$ cat src/rtl/vlbs_pkg.sv
package vlbs_pkg;

    localparam int CAPACITY       = 1024;
    localparam int MAX_ELEM_BYTES = 8;
    localparam int HEADER_BYTES   = 4;

    localparam int BYTE_W   = 8;
    localparam int ADDR_W   = $clog2(CAPACITY);
    localparam int PTR_W    = ADDR_W + 1;
    localparam int OP_W     = 3;
    localparam int LEN_W    = 4;
    localparam int DATA_W   = 64;
    localparam int STATUS_W = 2;
    localparam int FREE_W   = 11;
    localparam int CNT_W    = $clog2(HEADER_BYTES + MAX_ELEM_BYTES);
    localparam int HIDX_W   = (HEADER_BYTES > 1) ? $clog2(HEADER_BYTES) : 1;
    localparam int DIDX_W   = $clog2(DATA_W / BYTE_W);

    typedef logic [OP_W-1:0]     t_op;
    typedef logic [STATUS_W-1:0] t_status;

    localparam t_op OP_PUSH  = 3'd0;
    localparam t_op OP_POP   = 3'd1;
    localparam t_op OP_PEEK  = 3'd2;
    localparam t_op OP_CLEAR = 3'd3;
    localparam t_op OP_QUERY = 3'd4;

    localparam t_status ST_OK    = 2'd0;
    localparam t_status ST_FULL  = 2'd1;
    localparam t_status ST_EMPTY = 2'd2;

    typedef struct packed {
        logic              we;
        logic [ADDR_W-1:0] addr;
        logic [BYTE_W-1:0] wdata;
    } t_ram_req;

    function automatic logic [LEN_W-1:0] sat_len(input logic [LEN_W-1:0] v);
        return (v > LEN_W'(MAX_ELEM_BYTES)) ? LEN_W'(MAX_ELEM_BYTES) : v;
    endfunction

endpackage

$ cat src/rtl/vlbs_if.sv
interface vlbs_cmd_if import vlbs_pkg::*; ();
    logic              valid;
    logic              ready;
    logic [OP_W-1:0]   opcode;
    logic [LEN_W-1:0]  length;
    logic [DATA_W-1:0] push_data;

    modport source (output valid, output opcode, output length, output push_data, input ready);
    modport sink   (input valid, input opcode, input length, input push_data, output ready);
endinterface

interface vlbs_rsp_if import vlbs_pkg::*; ();
    logic                valid;
    logic                ready;
    logic [STATUS_W-1:0] status;
    logic [DATA_W-1:0]   read_data;
    logic [LEN_W-1:0]    read_length;
    logic                is_empty;
    logic                would_fit;
    logic [FREE_W-1:0]   free_bytes;

    modport source (output valid, output status, output read_data, output read_length,
                    output is_empty, output would_fit, output free_bytes, input ready);
    modport sink   (input valid, input status, input read_data, input read_length,
                    input is_empty, input would_fit, input free_bytes, output ready);
endinterface

$ cat src/rtl/vlbs_ctrl.sv
module vlbs_ctrl import vlbs_pkg::*; (
    input  logic              i_clk,
    input  logic              i_rst_n,
    vlbs_cmd_if.sink          i_cmd,
    vlbs_rsp_if.source        o_rsp,
    output t_ram_req          o_ram_req,
    input  logic [BYTE_W-1:0] i_ram_rdata
);

    typedef enum logic [7:0] {
        S_IDLE     = 8'b0000_0001,
        S_PUSH_PTR = 8'b0000_0010,
        S_WRITE    = 8'b0000_0100,
        S_RD_HDR   = 8'b0000_1000,
        S_RD_LEN   = 8'b0001_0000,
        S_RD_DATA  = 8'b0010_0000,
        S_RD_END   = 8'b0100_0000,
        S_DONE     = 8'b1000_0000
    } t_state;

    t_state              r_state, n_state;
    logic [CNT_W-1:0]    r_cnt;
    logic [CNT_W-1:0]    r_last;
    t_op                 r_op;
    logic [LEN_W-1:0]    r_len;
    logic [DATA_W-1:0]   r_pdata;
    logic [PTR_W-1:0]    r_top;
    t_status             r_status;
    logic [DATA_W-1:0]   r_rdata;
    logic [LEN_W-1:0]    r_n;
    logic [LEN_W-1:0]    r_stored;
    logic [BYTE_W-1:0]   r_hdr0;
    logic                r_hi_nz;
    logic                r_hv;
    logic [HIDX_W-1:0]   r_hidx;
    logic                r_dv;
    logic [DIDX_W-1:0]   r_didx;

    logic                r_o_valid;
    t_status             r_o_status;
    logic [DATA_W-1:0]   r_o_rdata;
    logic [LEN_W-1:0]    r_o_rlen;
    logic                r_o_empty;
    logic                r_o_fit;
    logic [FREE_W-1:0]   r_o_free;

    logic                accept;
    logic                load_out;
    logic [LEN_W-1:0]    len_in;
    logic                fits_in;
    logic                empty_now;
    logic [PTR_W-1:0]    add_b;
    logic [PTR_W-1:0]    sum;
    logic [DIDX_W-1:0]   byte_idx;
    logic [BYTE_W-1:0]   wr_byte;
    logic [BYTE_W-1:0]   hdr_lo;
    logic                hi_nz;
    logic [LEN_W-1:0]    stored;
    logic [LEN_W-1:0]    take;

    assign i_cmd.ready = (r_state == S_IDLE);
    assign accept      = i_cmd.valid && i_cmd.ready;
    assign load_out    = (r_state == S_DONE) && (!r_o_valid || o_rsp.ready);
    assign len_in      = sat_len(i_cmd.length);
    assign fits_in     = r_top >= (PTR_W'(len_in) + PTR_W'(HEADER_BYTES));
    assign empty_now   = r_top >= PTR_W'(CAPACITY);

    // shared address and pointer adder
    always_comb begin
        add_b = '0;
        unique case (r_state) inside
            S_PUSH_PTR:                   add_b = ~(PTR_W'(r_len) + PTR_W'(HEADER_BYTES - 1));
            S_WRITE, S_RD_HDR, S_RD_DATA: add_b = PTR_W'(r_cnt);
            S_RD_END:                     add_b = PTR_W'(r_stored) + PTR_W'(HEADER_BYTES);
            default:                      add_b = '0;
        endcase
    end
    assign sum = r_top + add_b;

    assign byte_idx = DIDX_W'(r_cnt - CNT_W'(HEADER_BYTES));
    always_comb begin
        if (r_cnt < CNT_W'(HEADER_BYTES)) begin
            wr_byte = (r_cnt == '0) ? BYTE_W'(r_len) : '0;
        end else begin
            wr_byte = r_pdata[{byte_idx, 3'b000} +: BYTE_W];
        end
    end

    assign o_ram_req.we    = (r_state == S_WRITE);
    assign o_ram_req.addr  = sum[ADDR_W-1:0];
    assign o_ram_req.wdata = wr_byte;

    // header decode as the last header byte arrives
    assign hdr_lo = (r_hidx == '0) ? i_ram_rdata : r_hdr0;
    assign hi_nz  = r_hi_nz || ((r_hidx != '0) && (i_ram_rdata != '0));
    assign stored = (hi_nz || (hdr_lo > BYTE_W'(MAX_ELEM_BYTES)))
                    ? LEN_W'(MAX_ELEM_BYTES) : LEN_W'(hdr_lo);
    assign take   = (stored < r_len) ? stored : r_len;

    always_comb begin
        n_state = r_state;
        unique case (r_state)
            S_IDLE: begin
                if (accept) begin
                    unique case (i_cmd.opcode) inside
                        OP_PUSH:          n_state = fits_in ? S_PUSH_PTR : S_DONE;
                        OP_POP, OP_PEEK:  n_state = empty_now ? S_DONE : S_RD_HDR;
                        default:          n_state = S_DONE;
                    endcase
                end
            end
            S_PUSH_PTR: n_state = S_WRITE;
            S_WRITE:    n_state = (r_cnt == r_last) ? S_DONE : S_WRITE;
            S_RD_HDR:   n_state = (r_cnt == CNT_W'(HEADER_BYTES - 1)) ? S_RD_LEN : S_RD_HDR;
            S_RD_LEN:   n_state = (take == '0) ? S_RD_END : S_RD_DATA;
            S_RD_DATA:  n_state = (r_cnt == r_last) ? S_RD_END : S_RD_DATA;
            S_RD_END:   n_state = S_DONE;
            S_DONE:     n_state = load_out ? S_IDLE : S_DONE;
            default:    n_state = S_IDLE;
        endcase
    end

    always_ff @(posedge i_clk) begin
        if (!i_rst_n) begin
            r_state   <= S_IDLE;
            r_top     <= PTR_W'(CAPACITY);
            r_o_valid <= 1'b0;
            r_hv      <= 1'b0;
            r_dv      <= 1'b0;
        end else begin
            r_state <= n_state;
            r_hv    <= (r_state == S_RD_HDR);
            r_dv    <= (r_state == S_RD_DATA);
            r_hidx  <= r_cnt[HIDX_W-1:0];
            r_didx  <= byte_idx;

            if (r_hv) begin
                if (r_hidx == '0) begin
                    r_hdr0 <= i_ram_rdata;
                end else if (i_ram_rdata != '0) begin
                    r_hi_nz <= 1'b1;
                end
            end
            if (r_dv) begin
                r_rdata[{r_didx, 3'b000} +: BYTE_W] <= i_ram_rdata;
            end

            unique case (r_state)
                S_IDLE: begin
                    if (accept) begin
                        r_op     <= i_cmd.opcode;
                        r_len    <= len_in;
                        r_pdata  <= i_cmd.push_data;
                        r_cnt    <= '0;
                        r_last   <= CNT_W'(len_in) + CNT_W'(HEADER_BYTES - 1);
                        r_rdata  <= '0;
                        r_n      <= '0;
                        r_hi_nz  <= 1'b0;
                        r_status <= ST_OK;
                        unique case (i_cmd.opcode) inside
                            OP_PUSH: begin
                                if (!fits_in) begin
                                    r_status <= ST_FULL;
                                end
                            end
                            OP_POP, OP_PEEK: begin
                                if (empty_now) begin
                                    r_status <= ST_EMPTY;
                                end
                            end
                            OP_CLEAR: r_top <= PTR_W'(CAPACITY);
                            default: ;
                        endcase
                    end
                end
                S_PUSH_PTR: r_top <= sum;
                S_WRITE, S_RD_HDR, S_RD_DATA: r_cnt <= r_cnt + CNT_W'(1);
                S_RD_LEN: begin
                    r_stored <= stored;
                    r_n      <= take;
                    r_last   <= CNT_W'(HEADER_BYTES) + CNT_W'(take) - CNT_W'(1);
                end
                S_RD_END: begin
                    if (r_op == OP_POP) begin
                        r_top <= (sum > PTR_W'(CAPACITY)) ? PTR_W'(CAPACITY) : sum;
                    end
                end
                S_DONE: ;
                default: ;
            endcase

            if (load_out) begin
                r_o_valid  <= 1'b1;
                r_o_status <= r_status;
                r_o_rdata  <= r_rdata;
                r_o_rlen   <= r_n;
                r_o_empty  <= empty_now;
                r_o_fit    <= r_top >= (PTR_W'(r_len) + PTR_W'(HEADER_BYTES));
                r_o_free   <= FREE_W'(r_top);
            end else if (o_rsp.ready) begin
                r_o_valid <= 1'b0;
            end
        end
    end

    assign o_rsp.valid       = r_o_valid;
    assign o_rsp.status      = r_o_status;
    assign o_rsp.read_data   = r_o_rdata;
    assign o_rsp.read_length = r_o_rlen;
    assign o_rsp.is_empty    = r_o_empty;
    assign o_rsp.would_fit   = r_o_fit;
    assign o_rsp.free_bytes  = r_o_free;

endmodule

$ cat src/flat_wrapper.sv
// flat-port wrapper written by rule: the top's interface ports become plain ports
module vlbs_ctrl_flat import vlbs_pkg::*;
  (i_clk, i_rst_n, o_ram_req, i_ram_rdata, i_cmd_valid, i_cmd_opcode, i_cmd_length, i_cmd_push_data, i_cmd_ready, o_rsp_valid, o_rsp_status, o_rsp_read_data, o_rsp_read_length, o_rsp_is_empty, o_rsp_would_fit, o_rsp_free_bytes, o_rsp_ready);
  vlbs_cmd_if i_cmd_i ();
  vlbs_rsp_if o_rsp_i ();
  input  logic i_clk;
  input  logic i_rst_n;
  output t_ram_req o_ram_req;
  input  logic [BYTE_W-1:0] i_ram_rdata;
  input wire logic [$bits(i_cmd_i.valid)-1:0] i_cmd_valid;
  input wire logic [$bits(i_cmd_i.opcode)-1:0] i_cmd_opcode;
  input wire logic [$bits(i_cmd_i.length)-1:0] i_cmd_length;
  input wire logic [$bits(i_cmd_i.push_data)-1:0] i_cmd_push_data;
  output wire logic [$bits(i_cmd_i.ready)-1:0] i_cmd_ready;
  output wire logic [$bits(o_rsp_i.valid)-1:0] o_rsp_valid;
  output wire logic [$bits(o_rsp_i.status)-1:0] o_rsp_status;
  output wire logic [$bits(o_rsp_i.read_data)-1:0] o_rsp_read_data;
  output wire logic [$bits(o_rsp_i.read_length)-1:0] o_rsp_read_length;
  output wire logic [$bits(o_rsp_i.is_empty)-1:0] o_rsp_is_empty;
  output wire logic [$bits(o_rsp_i.would_fit)-1:0] o_rsp_would_fit;
  output wire logic [$bits(o_rsp_i.free_bytes)-1:0] o_rsp_free_bytes;
  input wire logic [$bits(o_rsp_i.ready)-1:0] o_rsp_ready;
  assign i_cmd_i.valid = i_cmd_valid;
  assign i_cmd_i.opcode = i_cmd_opcode;
  assign i_cmd_i.length = i_cmd_length;
  assign i_cmd_i.push_data = i_cmd_push_data;
  assign i_cmd_ready = i_cmd_i.ready;
  assign o_rsp_valid = o_rsp_i.valid;
  assign o_rsp_status = o_rsp_i.status;
  assign o_rsp_read_data = o_rsp_i.read_data;
  assign o_rsp_read_length = o_rsp_i.read_length;
  assign o_rsp_is_empty = o_rsp_i.is_empty;
  assign o_rsp_would_fit = o_rsp_i.would_fit;
  assign o_rsp_free_bytes = o_rsp_i.free_bytes;
  assign o_rsp_i.ready = o_rsp_ready;
  vlbs_ctrl u_core (.i_clk(i_clk), .i_rst_n(i_rst_n), .i_cmd(i_cmd_i), .o_rsp(o_rsp_i), .o_ram_req(o_ram_req), .i_ram_rdata(i_ram_rdata));
endmodule
$ cat config.mk
export PLATFORM = sky130hd
export DESIGN_NAME = vlbs_ctrl_flat
export DESIGN_NICKNAME = d
export VERILOG_FILES = /design/src/rtl/vlbs_pkg.sv /design/src/rtl/vlbs_if.sv /design/src/rtl/vlbs_ctrl.sv /design/src/flat_wrapper.sv
export SDC_FILE = /design/constraint.sdc
export NUM_CORES = 1
export LEC_CHECK = 0
export BUFFER_PORTS_ARGS = -buffer_cell sky130_fd_sc_hd__buf_2
export CAP_MARGIN = 25
export CORE_ASPECT_RATIO = 1.1
export CORE_MARGIN = 4
export CORE_UTILIZATION = 63
export CTS_BUF_LIST = sky130_fd_sc_hd__clkbuf_2 sky130_fd_sc_hd__clkbuf_4 sky130_fd_sc_hd__clkbuf_8
export DETAILED_ROUTE_END_ITERATION = 8
export GPL_TIMING_DRIVEN = 0
export PLACE_DENSITY = 0.95
export SLEW_MARGIN = 20
export SYNTH_ARGS = -nofsm -noshare
export SYNTH_HDL_FRONTEND = slang
export SYNTH_SLANG_ARGS = --single-unit
$ cat constraint.sdc
create_clock -name i_clk -period 6.5 [get_ports i_clk]
set_input_delay 0.65 -clock i_clk [delete_from_list [all_inputs] [get_ports i_clk]]
set_output_delay 0.65 -clock i_clk [all_outputs]
set_load 0.02 [all_outputs]
==> summary.txt <==
Run status
  – Status: completed

Timing
  – Slew Viols, Final: 0
  – Worst-Margin Slew: around 990 ps
  – Period minus WS final: 4710 ps
  – Setup TNS: 0 ps
  – Fin crit share: 72.45%
  – Relative slew slack: between 30 and 40%
  – Unrepaired setup endpoints after global routing: no
  – Setup violators final: 0
  – Max Fclk: between 0.2 and 0.25 GHz
  – Final hold vios: 0
  – Post-route clock skew: roughly 27 ps

Synthesis
  – Synth top area share: between 60 and 70%
  – Post-synth top flop: edfxtp_1
  – Post-synth top area cell: edfxtp_1
  – Post-synth EDFFs: between 200 and 250
  – Synth cell count leaders: edfxtp_1, nor2_1, nand2_1, a21oi_1, ha_1
  – Mapped Cells: between 900 and 1000
  – Share of the yosys chip area belonging to registers: between 60% and 70%
  – Fraction of registers with async set/reset: 0%
  – Ranking of synthesized cells by area: edfxtp_1, nor2_1, ha_1, dfxtp_1, mux4_2
  – Cell with the most instances after synthesis: edfxtp_1
  – FF+latch count, synth: between 200 and 300
  – Mean Syn Cell Area: between 10 and 15 sq um
  – Unique masters post-synth: between 80 and 90
  – Synth Warn #: 0
  – Syn nets: roughly 1000
  – Synth Cell Area: 12020 sq um

Die
  – Row cnt: 52
  – I/O pin count: ~190
  – DIE AREA: between 20000 and 25000 sq um
  – Starting Density: ~65%
  – Vert. Die Dim: 152.8 microns
  – Core area: between 15000 and 20000 sq um
  – Die W: 139.7 microns

Route
  – WL/cell: a little over 20 microns
  – Initial drt markers: a little over 800
  – Vias per cell: just over 6
  – Drt first pass iters: 5
  – Total number of vias: 8552
  – Final WL: about 29000 microns
  – DRT antenna net count: 0
  – DRC Markers: 0

Global routing
  – Met2 usage in global routing: between 40% and 50%
  – Total GRT Usage: between 20% and 30%
  – Layer with the highest usage: met2
  – Antenna violations before repair: 0
  – Total congestion overflow: 0
  – Met3 usage: under 10%
  – Grt met1 use: 31.04%
  – Vias in the first global route: between 8000 and 9000
  – Largest net degree at the start of global routing: 66
  – First-pass GRT wire length: 45570 microns

Setup path
  – Critical setup path kind: reg2reg
  – Critical Path End Type: register
  – CP Max Fanout: 10
  – CP required: just under 7000 ps
  – Critical Path Source Type: register
  – Critical Path AT: 5110 ps

CTS
  – Root Buffer: clkbuf_8
  – Post-CTS sizing: 0
  – Setup bufs post-CTS: 0
  – Sink Count: 270
  – Num CTS Buffers: a little over 40
  – # hold bufs at CTS: 0
  – # H-tree levels: 2
  – CTS tree: built
  – Clk_lat worst skew: 550 ps
  – Clock transition at path regs: 60 ps
  – Clock Path Buffers: 3

Cells and area
  – Finished Core Util: between 70% and 80%
  – # fillers: 1068
  – Share of cells above drive strength 1: between 20 and 30%
  – Area grow syn2layout: 17.88%
  – Nets: 1256
  – Final Instance Count excl. Fillers: ~1400
  – Antenna Diode Count: 0

Power
  – Combinational share of power: between 10% and 20%
  – Clock network fraction of design power: 35.1%
  – Switching share of total power: 25.85%
  – VDD IR-drop max: slightly below 0.3 mV
  – Pwr dens: between 200 and 300 nW/um^2
  – Internal: between 3 and 4 mW
  – Sequential Power Share: about half
  – Leakage power: 5.687 nW
  – Net switching power: about 1.1 mW

Placed design
  – GP Congestion: about 0.90
  – Cells after DPL: ~1300
  – DP HPWL: around 20000 microns
  – PortBufs: between 150 and 200

Job
  – # Max-Cap Violations: 0

Worst hold path
  – Worst Hold Class: in2reg
==> per-stage QoR <==
| stage | worst slack (ps) | hold WS (ps) | total power, mW | instance area, sq um |
|---|---|---|---|---|
| finish | 1790 | 286.0 | 4.152 | 14160 |
| CTS | 1794 | 257.7 | 4.160 | 14160 |
| detailed placement | 1901 | 411.1 | 2.720 | 13310 |
| floorplan | 2547 | 400.3 | 2.511 | 12020 |
| global route | 1506 | 253.2 | 4.310 | 14160 |
| global placement | 639.0 | 404.6 | 2.675 | 13220 |
==> layout make-up <==
cell class                 instances  area [sq um]  share of cell area (%)
sequential                       270          7888                   55.69
multi-input combinational        563          3792                   26.78
timing repair buffer             183         985.9                   6.961
clock buffer                      56         683.2                   4.823
tap                              243         304.0                   2.147
buffer                            44         222.7                   1.572
clock inverter                    18         167.7                   1.184
inverter                          32         120.1                  0.8481
==> cells in the final DEF (no fill, tap or decap), types with 5 or more instances in the layout <==
cell type	count
nand3_1	23
a21o_1	6
mux2_2	5
clkinv_2	5
inv_1	32
mux2i_1	20
clkinv_1	7
ha_1	37
o21ai_0	22
and2_1	7
nor3_1	11
nand4_1	9
or3_1	5
edfxtp_1	248
nand2_1	66
nand2b_1	9
nor2_1	136
xnor2_1	15
a21oi_1	65
dfxtp_1	22
clkbuf_4	14
nor2b_1	10
clkbuf_1	22
mux4_2	16
buf_2	191
clkbuf_8	42
==> cell families after synthesis <==
group                      after synthesis  synth area share (%)
DFF                                    270                 65.65
adders and majority gates               38                 4.020
buffers and inverters                   76                 2.853
other                                    1               0.03121
and+or+nand+nor                        319                 13.16
AOI/OAI and AO/OA                      144                 7.644
xor gates and xnor gates                19                 1.385
muxes                                   42                 5.259
==> registers in the layout, indices dropped and copies added, names as in the netlist, 8 cells and up <==
signal / flops
u_core.o_rsp.read_data: 64
u_core.r_pdata: 64
u_core.r_rdata: 64
u_core.o_rsp.free_bytes: 11
u_core.r_top: 11
u_core.r_hdr0: 8
u_core.r_state: 8
==> path summary, 6_finish.rpt <==
kind         slack [ps]  cells past startpoint                                     to                         from
max                1790                     17             u_core.r_last[2]$_DFFE_PP_   u_core.r_didx[0]$_DFFE_PP_
min                 290                      1            u_core.r_pdata[2]$_DFFE_PP_           i_cmd_push_data[2]
max reg2reg        1790                     17             u_core.r_last[2]$_DFFE_PP_   u_core.r_didx[0]$_DFFE_PP_
min reg2reg         410                      0  u_core.o_rsp.read_length[1]$_DFFE_PP_  u_core.r_n[1]$_SDFFCE_PN0P_
==> per-layer routing <==
| metal | vias up | routed length [microns] |
|---|---|---|
| met3 | 120 | 2787 |
| met1 | 4058 | 9968 |
| met2 | 538 | 14670 |
| met5 | - | 0 |
| met4 | 0 | 1284 |
| li1 | 3836 | - |
==> power by group through the flow <==
stage	Clock, mW	Sequential, mW	Combinational (mW)
after floorplan	0	2.16	0.346
after global placement	0	2.17	0.506
after detailed placement	0	2.17	0.548
after CTS	1.47	2.14	0.554
after global routing	1.56	2.15	0.604
final	1.46	2.14	0.557
==> worst max-delay path: stages (launching register included) <==
cell and delay, ps:
edfxtp_1 400, clkbuf_1 390, inv_1 170, ha_1 260, buf_6 160, mux2_4 310, or3b_4 420, nor2_1 150
inv_1 130, nor2_1 300, ha_1 320, inv_1 140, o21ai_0 160, o21ai_1 220, mux2i_1 160, ha_1 240
or4_1 520, nand3_1 110
Power figures use the tool's default switching activity.
